===== src/hdl/lrt_pkg.sv =====
`timescale 1ns / 1ps
// ---------------------------------------------------------------------------
// lrt_pkg
// Shared types, codes and helpers of the lpm route table.
// ---------------------------------------------------------------------------
package lrt_pkg;

   localparam int TABLE_DEPTH_DEFAULT = 16;
   localparam int INTERFACE_COUNT     = 16;

   // operation codes
   localparam logic [1:0] OP_ADD    = 2'd0;
   localparam logic [1:0] OP_DELETE = 2'd1;
   localparam logic [1:0] OP_LOOKUP = 2'd2;

   // status codes
   localparam logic [1:0] ST_OK   = 2'd0;
   localparam logic [1:0] ST_SAME = 2'd1;
   localparam logic [1:0] ST_FULL = 2'd2;
   localparam logic [1:0] ST_MISS = 2'd3;

   localparam logic [5:0] MAX_LENGTH = 6'd32;

   typedef struct packed {
      logic [1:0]  operation;
      logic [31:0] ip_address;
      logic [5:0]  prefix_length;
      logic        has_gateway;
      logic [31:0] gw_address;
      logic [3:0]  out_interface;
   } req_type;

   typedef struct packed {
      logic [1:0]  status;
      logic        route_direct;
      logic [31:0] next_hop_gateway;
      logic [3:0]  next_hop_interface;
      logic [5:0]  matched_length;
   } rsp_type;

   // search token walking the row of cells
   typedef struct packed {
      logic        active;
      logic [1:0]  op;
      logic [31:0] addr;
      logic [5:0]  length;
      logic        direct;
      logic [31:0] gateway;
      logic [3:0]  oif;
      logic        exact_hit;
      logic        exact_same;
      logic        free_hit;
      logic        best_hit;
      logic [5:0]  best_length;
      logic        best_direct;
      logic [31:0] best_gateway;
      logic [3:0]  best_oif;
   } tok_type;

   // write broadcast to the cell that claimed the slot
   typedef struct packed {
      logic        en;
      logic        clear;
      logic        to_free;
      logic [31:0] prefix;
      logic [5:0]  length;
      logic        direct;
      logic [31:0] gateway;
      logic [3:0]  oif;
   } wr_type;

   // netmask for a length of 0 to 32
   function automatic logic [31:0] prefix_mask(input logic [5:0] len);
      logic [31:0] m;
      if (len >= MAX_LENGTH) begin
         m = 32'hFFFF_FFFF;
      end else begin
         m = ~(32'hFFFF_FFFF >> len[4:0]);
      end
      return m;
   endfunction

   // interface index reduced into range by repeated subtraction
   function automatic logic [3:0] oif_reduce(input logic [3:0] v);
      logic [8:0] r;
      r = {5'd0, v};
      for (int k = 0; k < 8; k++) begin
         if (r >= 9'(INTERFACE_COUNT)) begin
            r = r - 9'(INTERFACE_COUNT);
         end
      end
      return r[3:0];
   endfunction

endpackage


===== src/hdl/lrt_cell.sv =====
`timescale 1ns / 1ps
// ---------------------------------------------------------------------------
// lrt_cell
// One route entry; checks the passing token and hands it to the next cell.
// ---------------------------------------------------------------------------
module lrt_cell (
   input  logic            clock,
   input  logic            reset,
   input  lrt_pkg::tok_type tok_prev,
   input  lrt_pkg::wr_type  wr,
   output lrt_pkg::tok_type tok_out
);

   logic        valid_ff;
   logic [31:0] prefix_ff;
   logic [5:0]  length_ff;
   logic        direct_ff;
   logic [31:0] gateway_ff;
   logic [3:0]  interface_ff;
   logic        claim_exact_ff;
   logic        claim_free_ff;
   lrt_pkg::tok_type tok_ff;
   lrt_pkg::tok_type tok_in;

   logic        match_exact;
   logic        first_exact;
   logic        first_free;
   logic [31:0] mask;
   logic        match_lpm;
   logic        better;
   logic        selected;

   always_comb begin
      mask        = lrt_pkg::prefix_mask(length_ff);
      match_exact = valid_ff && (prefix_ff == tok_prev.addr) && (length_ff == tok_prev.length);
      first_exact = tok_prev.active && !tok_prev.exact_hit && match_exact;
      first_free  = tok_prev.active && !tok_prev.free_hit && !valid_ff;
      match_lpm   = valid_ff && ((prefix_ff & mask) == (tok_prev.addr & mask));
      better      = match_lpm && (tok_prev.op == lrt_pkg::OP_LOOKUP)
                    && (!tok_prev.best_hit || (tok_prev.best_length < length_ff));

      tok_in = tok_prev;
      if (first_exact) begin
         tok_in.exact_hit  = 1'b1;
         tok_in.exact_same = (direct_ff == tok_prev.direct) && (gateway_ff == tok_prev.gateway)
                             && (interface_ff == tok_prev.oif);
      end
      if (first_free) begin
         tok_in.free_hit = 1'b1;
      end
      if (better) begin
         tok_in.best_hit     = 1'b1;
         tok_in.best_length  = length_ff;
         tok_in.best_direct  = direct_ff;
         tok_in.best_gateway = gateway_ff;
         tok_in.best_oif     = interface_ff;
      end
   end

   assign selected = wr.en && (wr.to_free ? claim_free_ff : claim_exact_ff);

   always_ff @(posedge clock) begin
      if (reset) begin
         valid_ff       <= 1'b0;
         claim_exact_ff <= 1'b0;
         claim_free_ff  <= 1'b0;
         tok_ff.active  <= 1'b0;
      end else begin
         tok_ff <= tok_in;
         if (tok_prev.active) begin
            claim_exact_ff <= first_exact;
            claim_free_ff  <= first_free;
         end
         if (selected) begin
            valid_ff <= !wr.clear;
         end
      end
   end

   // entry payload, no reset
   always_ff @(posedge clock) begin
      if (selected && !wr.clear) begin
         prefix_ff    <= wr.prefix;
         length_ff    <= wr.length;
         direct_ff    <= wr.direct;
         gateway_ff   <= wr.gateway;
         interface_ff <= wr.oif;
      end
   end

   assign tok_out = tok_ff;

endmodule


===== src/hdl/lpm_route_table_unit.sv =====
`timescale 1ns / 1ps
// ---------------------------------------------------------------------------
// lpm_route_table_unit
// IPv4 route table with add, delete and longest prefix lookup.
// ---------------------------------------------------------------------------
// An item is taken when start is high and busy is low. Its result shows on
// rsp_item for one cycle with rsp_strobe high; the receiver cannot stall it.
// A search token walks the row of entry cells, one cell per cycle, then the
// decision step writes the claimed cell and registers the result. Busy drops
// in the same cycle as the result strobe, so the next item can be taken while
// the strobe is high; no new item is taken while one is in flight. All entries
// are invalid right after reset; no clearing pass is needed.
module lpm_route_table_unit #(
   parameter int TABLE_DEPTH = lrt_pkg::TABLE_DEPTH_DEFAULT
) (
   input  logic             clock,
   input  logic             reset,
   input  logic             start,
   output logic             busy,
   input  lrt_pkg::req_type req_item,
   output logic             rsp_strobe,
   output lrt_pkg::rsp_type rsp_item
);

   logic             busy_ff;
   logic             rsp_strobe_ff;
   lrt_pkg::rsp_type rsp_ff;
   lrt_pkg::rsp_type rsp_in;
   lrt_pkg::tok_type head_ff;
   lrt_pkg::tok_type head_in;
   lrt_pkg::tok_type tail;
   lrt_pkg::wr_type  wr;
   lrt_pkg::tok_type chain_tok [0:TABLE_DEPTH];

   logic       accept;
   logic [5:0] len_sat;
   logic       direct;

   assign accept = start && !busy_ff;

   // build the token: saturate length, drop gateway data on direct routes,
   // mask the route address for add
   always_comb begin
      len_sat = (req_item.prefix_length > lrt_pkg::MAX_LENGTH) ? lrt_pkg::MAX_LENGTH
                                                              : req_item.prefix_length;
      direct  = !req_item.has_gateway;

      head_in           = '0;
      head_in.active    = accept;
      head_in.op        = req_item.operation;
      head_in.length    = len_sat;
      head_in.direct    = direct;
      head_in.gateway   = direct ? 32'd0 : req_item.gw_address;
      head_in.oif       = direct ? 4'd0 : lrt_pkg::oif_reduce(req_item.out_interface);
      head_in.addr      = (req_item.operation == lrt_pkg::OP_ADD)
                          ? (req_item.ip_address & lrt_pkg::prefix_mask(len_sat))
                          : req_item.ip_address;
   end

   always_ff @(posedge clock) begin
      if (reset) begin
         head_ff.active <= 1'b0;
      end else if (accept) begin
         head_ff <= head_in;
      end else begin
         head_ff.active <= 1'b0;
      end
   end

   // row of entry cells
   assign chain_tok[0] = head_ff;

   for (genvar k = 0; k < TABLE_DEPTH; k++) begin : g_cell
      lrt_cell u_cell (
         .clock    (clock),
         .reset    (reset),
         .tok_prev (chain_tok[k]),
         .wr       (wr),
         .tok_out  (chain_tok[k+1])
      );
   end

   assign tail = chain_tok[TABLE_DEPTH];

   // decision once the token leaves the last cell
   always_comb begin
      wr         = '0;
      wr.prefix  = tail.addr;
      wr.length  = tail.length;
      wr.direct  = tail.direct;
      wr.gateway = tail.gateway;
      wr.oif     = tail.oif;
      rsp_in        = '0;
      rsp_in.status = lrt_pkg::ST_MISS;

      unique case (tail.op)
         lrt_pkg::OP_ADD: begin
            if (tail.exact_hit && tail.exact_same) begin
               rsp_in.status = lrt_pkg::ST_SAME;
            end else if (tail.exact_hit) begin
               // overwrite the matching route
               wr.en         = tail.active;
               rsp_in.status = lrt_pkg::ST_OK;
            end else if (tail.free_hit) begin
               // lowest free slot
               wr.en         = tail.active;
               wr.to_free    = 1'b1;
               rsp_in.status = lrt_pkg::ST_OK;
            end else begin
               rsp_in.status = lrt_pkg::ST_FULL;
            end
         end
         lrt_pkg::OP_DELETE: begin
            if (tail.exact_hit) begin
               wr.en         = tail.active;
               wr.clear      = 1'b1;
               rsp_in.status = lrt_pkg::ST_OK;
            end
         end
         lrt_pkg::OP_LOOKUP: begin
            if (tail.best_hit) begin
               rsp_in.status             = lrt_pkg::ST_OK;
               rsp_in.route_direct       = tail.best_direct;
               rsp_in.next_hop_gateway   = tail.best_gateway;
               rsp_in.next_hop_interface = tail.best_oif;
               rsp_in.matched_length     = tail.best_length;
            end
         end
         default: begin
            // unknown operation: no change, miss
            rsp_in.status = lrt_pkg::ST_MISS;
         end
      endcase
   end

   always_ff @(posedge clock) begin
      if (reset) begin
         busy_ff       <= 1'b0;
         rsp_strobe_ff <= 1'b0;
      end else begin
         rsp_strobe_ff <= tail.active;
         if (accept) begin
            busy_ff <= 1'b1;
         end else if (tail.active) begin
            busy_ff <= 1'b0;
         end
      end
   end

   // result payload, no reset
   always_ff @(posedge clock) begin
      if (tail.active) begin
         rsp_ff <= rsp_in;
      end
   end

   assign busy       = busy_ff;
   assign rsp_strobe = rsp_strobe_ff;
   assign rsp_item   = rsp_ff;

   // an accepted item keeps the unit busy
   a_accept_busy: assert property (@(posedge clock) disable iff (reset)
      accept |=> busy_ff)
      else $error("item accepted but unit not busy");

   // a token in the row always belongs to an item in flight
   a_head_busy: assert property (@(posedge clock) disable iff (reset)
      (head_ff.active || tail.active) |-> busy_ff)
      else $error("search token without an item in flight");

   // result only once the unit is free again
   a_rsp_idle: assert property (@(posedge clock) disable iff (reset)
      rsp_strobe_ff |-> !busy_ff)
      else $error("result strobe while still busy");

   // one strobe per item
   a_rsp_single: assert property (@(posedge clock) disable iff (reset)
      rsp_strobe_ff |=> !rsp_strobe_ff)
      else $error("result strobe held for two cycles");

endmodule

===== config.mk =====
export PLATFORM = sky130hd
export DESIGN_NAME = lpm_route_table_unit
export DESIGN_NICKNAME = d
export VERILOG_FILES = /design/src/hdl/lrt_pkg.sv /design/src/hdl/lrt_cell.sv /design/src/hdl/lpm_route_table_unit.sv
export SDC_FILE = /design/constraint.sdc
export NUM_CORES = 2
export LEC_CHECK = 0
export BUFFER_PORTS_ARGS = -buffer_cell sky130_fd_sc_hd__buf_4
export CELL_PAD_IN_SITES_DETAIL_PLACEMENT = 0
export CELL_PAD_IN_SITES_GLOBAL_PLACEMENT = 1
export CORE_MARGIN = 3
export CORE_UTILIZATION = 45
export CTS_BUF_LIST = sky130_fd_sc_hd__clkbuf_8
export CTS_CLUSTER_SIZE = 24
export DETAILED_ROUTE_END_ITERATION = 6
export PLACE_DENSITY = 0.73
export SETUP_SLACK_MARGIN = 0.05
export SLEW_MARGIN = 20
export SYNTH_ARGS = -nofsm -noshare
export SYNTH_HDL_FRONTEND = slang
export SYNTH_SLANG_ARGS = --single-unit

===== constraint.sdc =====
create_clock -name clock -period 98 [get_ports clock]
set_input_delay 19.6 -clock clock [delete_from_list [all_inputs] [get_ports clock]]
set_output_delay 19.6 -clock clock [all_outputs]
set_load 0.005 [all_outputs]

==> results.py <==
metrics = {
    "status": {
        "outcome": "finished, violations left",
        "violations": "design-rule violations",
    },
    "floorplan": {
        "die_h_um": 547,
        "die_x_um": 547,
        "ios": 127,
        "core_area_mm2": 0.291,
        "initial_core_util_pct": 45.3,
        "rows": 198,
        "die_area_mm2": 0.299,
    },
    "timing": {
        "post-route-min-period_ps": 26190,
        "skew_ps": 44.2,
        "final_max_slew_viol_count": 0,
        "finalSetupTns_ps": 0,
        "hold_ws_ps": 450,
        "setup_viol": 0,
        "relSlewSlack_pct": 11.9,
        "tightest_slew_ps": 1310,
        "rsz0062_at_grt": "no",
        "finalHoldViolations": 0,
        "finalCritPeriodShare_pct": 26.7,
        "max_freq_ghz": 0.0382,
    },
    "power_and_ir_drop": {
        "vdd_drop_max_uv": 10.1,
        "power_leakage_uw": 0.0490,
        "p_per_area_mw_per_mm2": 19.6,
    },
    "worst_setup_path": {
        "cp-start-kind": "primary input",
        "worst-r2r-setup-slack_ps": 93660,
        "reg2reg_from": "g_cell[11].u_cell.length_ff[0]",
        "r2r-end": "g_cell[11].u_cell.tok_out[20]",
        "arrival_ps": 26790,
        "crit_fanout": 190,
        "path_cells": "buf_4, inv_8, buf_12, buf_4, buf_4, buf_4, buf_4, buf_4, buf_4",
        "cp_slowest_stage_delay_ps": 890,
        "r2r_cells": 6,
        "cp-startpoint": "reset",
        "critPathSlowestCell": "buf_4",
        "worstPathRequired_ps": 98600,
        "crit_type": "in2reg",
        "timing.critical_path.mode_cell": "buf_4",
        "critical_path.endpoint": "g_cell[0].u_cell.tok_out[28]",
        "cp-end-kind": "flip-flop",
    },
    "clocking": {
        "ctsRootBufferMaster": "clkbuf_8",
        "cts_buffers": 549,
        "clk_latency_ps": 990,
        "clkSinkCount": 3373,
        "cts_setup_buffers": 0,
        "htreeDepth": 6,
        "hold_buffers": 0,
        "cts_tree": "built",
        "clkTransAtPathRegs_ps": 60,
        "post_cts.resized_instances": 0,
        "clockBufferDepth": 4,
    },
    "detailed_routing": {
        "wirelength_um": 299000,
        "dr.pass1.iters": 7,
        "wire_per_inst_um": 24.2,
        "vias": 64800,
        "routed_via_density": 5.24,
        "drt_iter0_markers": 5370,
        "ant_nets": 0,
        "drc": 2,
    },
    "synthesis": {
        "synth_area_mm2": 0.132,
        "synthCells": 7477,
        "netlist.area_leader.share_pct": 75.4,
        "synth_seq_cells": 3373,
        "ys_top_cells_by_area": "edfxtp_1 75%, mux2_2 5.5%, xnor2_1 4.4%",
        "synth_top_cell_by_area": "edfxtp_1",
        "synth_edf_count": 3306,
        "yosys.cell_types.count": 84,
        "syn_avg_cell_area_um2": 17.6,
        "syn_nets": 7632,
        "ys.flop_type": "edfxtp_1",
        "seq_area_frac_synth_pct": 76.4,
        "async_flop_share_pct": 0,
        "yosysWarnings": 0,
    },
    "grt": {
        "antenna_found_initial": 5,
        "overflow": 0,
        "grt_pass1_wl_um": 441000,
        "grt_pass1_vias": 67400,
        "grt_start_max_net_pins": 191,
        "grt.total_usage_pct": 19.6,
    },
    "placement": {
        "gp_congestion": 0.940,
        "portBuffers": 126,
        "dp_hpwl_um": 218000,
    },
    "final_layout": {
        "regArea_mm2": 0.101,
        "multi_input_area_mm2": 0.0301,
        "syn_to_final_growth_pct": 12.2,
        "drive_above_1_share_pct": 19.2,
        "post-route-util_pct": 50.8,
        "fillers": 23600,
        "final_nets": 8203,
    },
    "run": {
        "maxCapViolations": 0,
    },
    "min_path": {
        "min_path_type": "reg2reg",
    },
}
critical path: cells and delay by family:
kind,cells,cell delay (ps)
buf+inv,9,6780
metrics by stage:
stage / power (uW) / setup WS (ps) / cell area (um2) / instances
6_report: 2900 / 71810 / 148000 / 12400
5_1_grt: 3010 / 71200 / 148000 / 12400
4_1_cts: 2930 / 71760 / 148000 / 12300
3_5_place_dp: 1790 / 70660 / 137000 / 11400
3_3_place_gp: 1790 / 70850 / 137000 / 11400
2_1_floorplan: 1810 / 37940 / 132000 / 7477
area by class of cell:
type / count / area share (%)
Inverter: 111 / 0.287
Clock buffer: 578 / 5.38
Sequential cell: 3373 / 68.1
Antenna cell: 11 / 0.0186
Multi-Input combinational cell: 3817 / 20.4
Clock inverter: 383 / 1.44
Timing Repair Buffer: 196 / 1.09
Tap cell: 3900 / 3.30
report_power, final:
part | total [uW] | switching [uW] | internal [uW] | leakage, uW
combinational | 82.7 | 49.9 | 32.8 | 0.0113
sequential | 1680 | 42.0 | 1640 | 0.0319
clock | 1130 | 542 | 592 | 0.00575
metal layers:
| metal | wire length, um | track usage, % | vias to the layer above | part of all wire [%] |
|---|---|---|---|---|
| li1 | - | - | 30000 | - |
| met1 | 134000 | 27.0 | 32000 | 45 |
| met2 | 137000 | 30.8 | 2096 | 46 |
| met3 | 13000 | 2.87 | 689 | 4.3 |
| met4 | 14800 | 9.32 | 0 | 4.9 |
| met5 | 0 | 0 | - | 0 |
registers in the layout, summed over array words and instances (netlist names), 45 cells and up:
register,count
g_cell.u_cell.tok_out,2000
g_cell.u_cell.gateway_ff,512
g_cell.u_cell.length_ff,96
g_cell.u_cell.interface_ff,64
g_cell.u_cell.prefix_ff,512
rsp_item,45
chain_tok,78
logic make-up (layout without fill, tap and decap cells):
logic type,after synthesis,in the layout,share of synthesized area [%]
buffers and inverters,287,1268,0.882
AOI/OAI and AO/OA,707,707,3.55
and+or+nand+nor,1173,1173,4.83
DFF,3373,3373,76.4
muxes,656,656,5.63
xor gates and xnor gates,1201,1201,7.98
other,0,11,0
adders and majority gates,80,80,0.750
synthesized netlist by cell type, types with 122 or more instances:
library cell	number
clkbuf_1	122
edfxtp_1	3306
xnor2_1	662
nand2_1	183
xor2_1	539
a21oi_1	180
nor4_1	142
o21ai_0	148
nand4_1	171
and2_1	161
nor2_1	190
mux2_2	644
layout by cell type, fill, tap and decap left out, types with 13 or more instances in the layout:
| cell type | synthesis | layout |
|---|---|---|
| o2111ai_1 | 19 | 18 |
| buf_4 | 0 | 181 |
| or3_1 | 15 | 15 |
| nor2_1 | 190 | 190 |
| clkinv_1 | 1 | 110 |
| o31ai_1 | 22 | 22 |
| nand2_1 | 183 | 183 |
| a22oi_1 | 20 | 20 |
| xor2_1 | 539 | 539 |
| ha_1 | 75 | 75 |
| nor2b_1 | 22 | 22 |
| a311oi_1 | 19 | 19 |
| o21bai_1 | 16 | 16 |
| clkinvlp_4 | 0 | 17 |
| nand2b_1 | 26 | 26 |
| nor3_1 | 79 | 77 |
| and2_1 | 161 | 145 |
| inv_1 | 110 | 269 |
| clkbuf_8 | 0 | 578 |
| bufinv_16 | 0 | 17 |
| a21boi_0 | 22 | 22 |
| or4_1 | 18 | 18 |
| nand4b_1 | 13 | 13 |
| nand4_1 | 171 | 171 |
| o21ai_0 | 148 | 148 |
| dfxtp_1 | 67 | 66 |
| nand3_1 | 71 | 69 |
| and2_4 | 0 | 16 |
| o22ai_1 | 30 | 30 |
| xnor2_1 | 662 | 662 |
| mux2_2 | 644 | 644 |
| o211ai_1 | 15 | 15 |
| a21o_1 | 38 | 38 |
| a31oi_1 | 23 | 23 |
| clkinv_2 | 0 | 64 |
| or2_2 | 35 | 35 |
| nor4_1 | 142 | 142 |
| a21oi_1 | 180 | 179 |
| a211oi_1 | 27 | 26 |
| edfxtp_1 | 3306 | 3306 |
how the worst min path moves through the flow:
stage,cells after the start,to,from,slack [ps]
after floorplan,0,g_cell[0].u_cell.tok_out[122],chain_tok[2122],420
after global placement,0,g_cell[15].u_cell.tok_out[122],g_cell[14].u_cell.tok_out[122],430
after detailed placement,0,g_cell[14].u_cell.tok_out[123],g_cell[13].u_cell.tok_out[123],440
after CTS,0,g_cell[3].u_cell.tok_out[96],g_cell[2].u_cell.tok_out[96],440
after global routing,0,g_cell[3].u_cell.tok_out[96],g_cell[2].u_cell.tok_out[96],450
final,0,g_cell[3].u_cell.tok_out[93],g_cell[2].u_cell.tok_out[93],450
No activity file was read; power rests on OpenSTA's default activity.
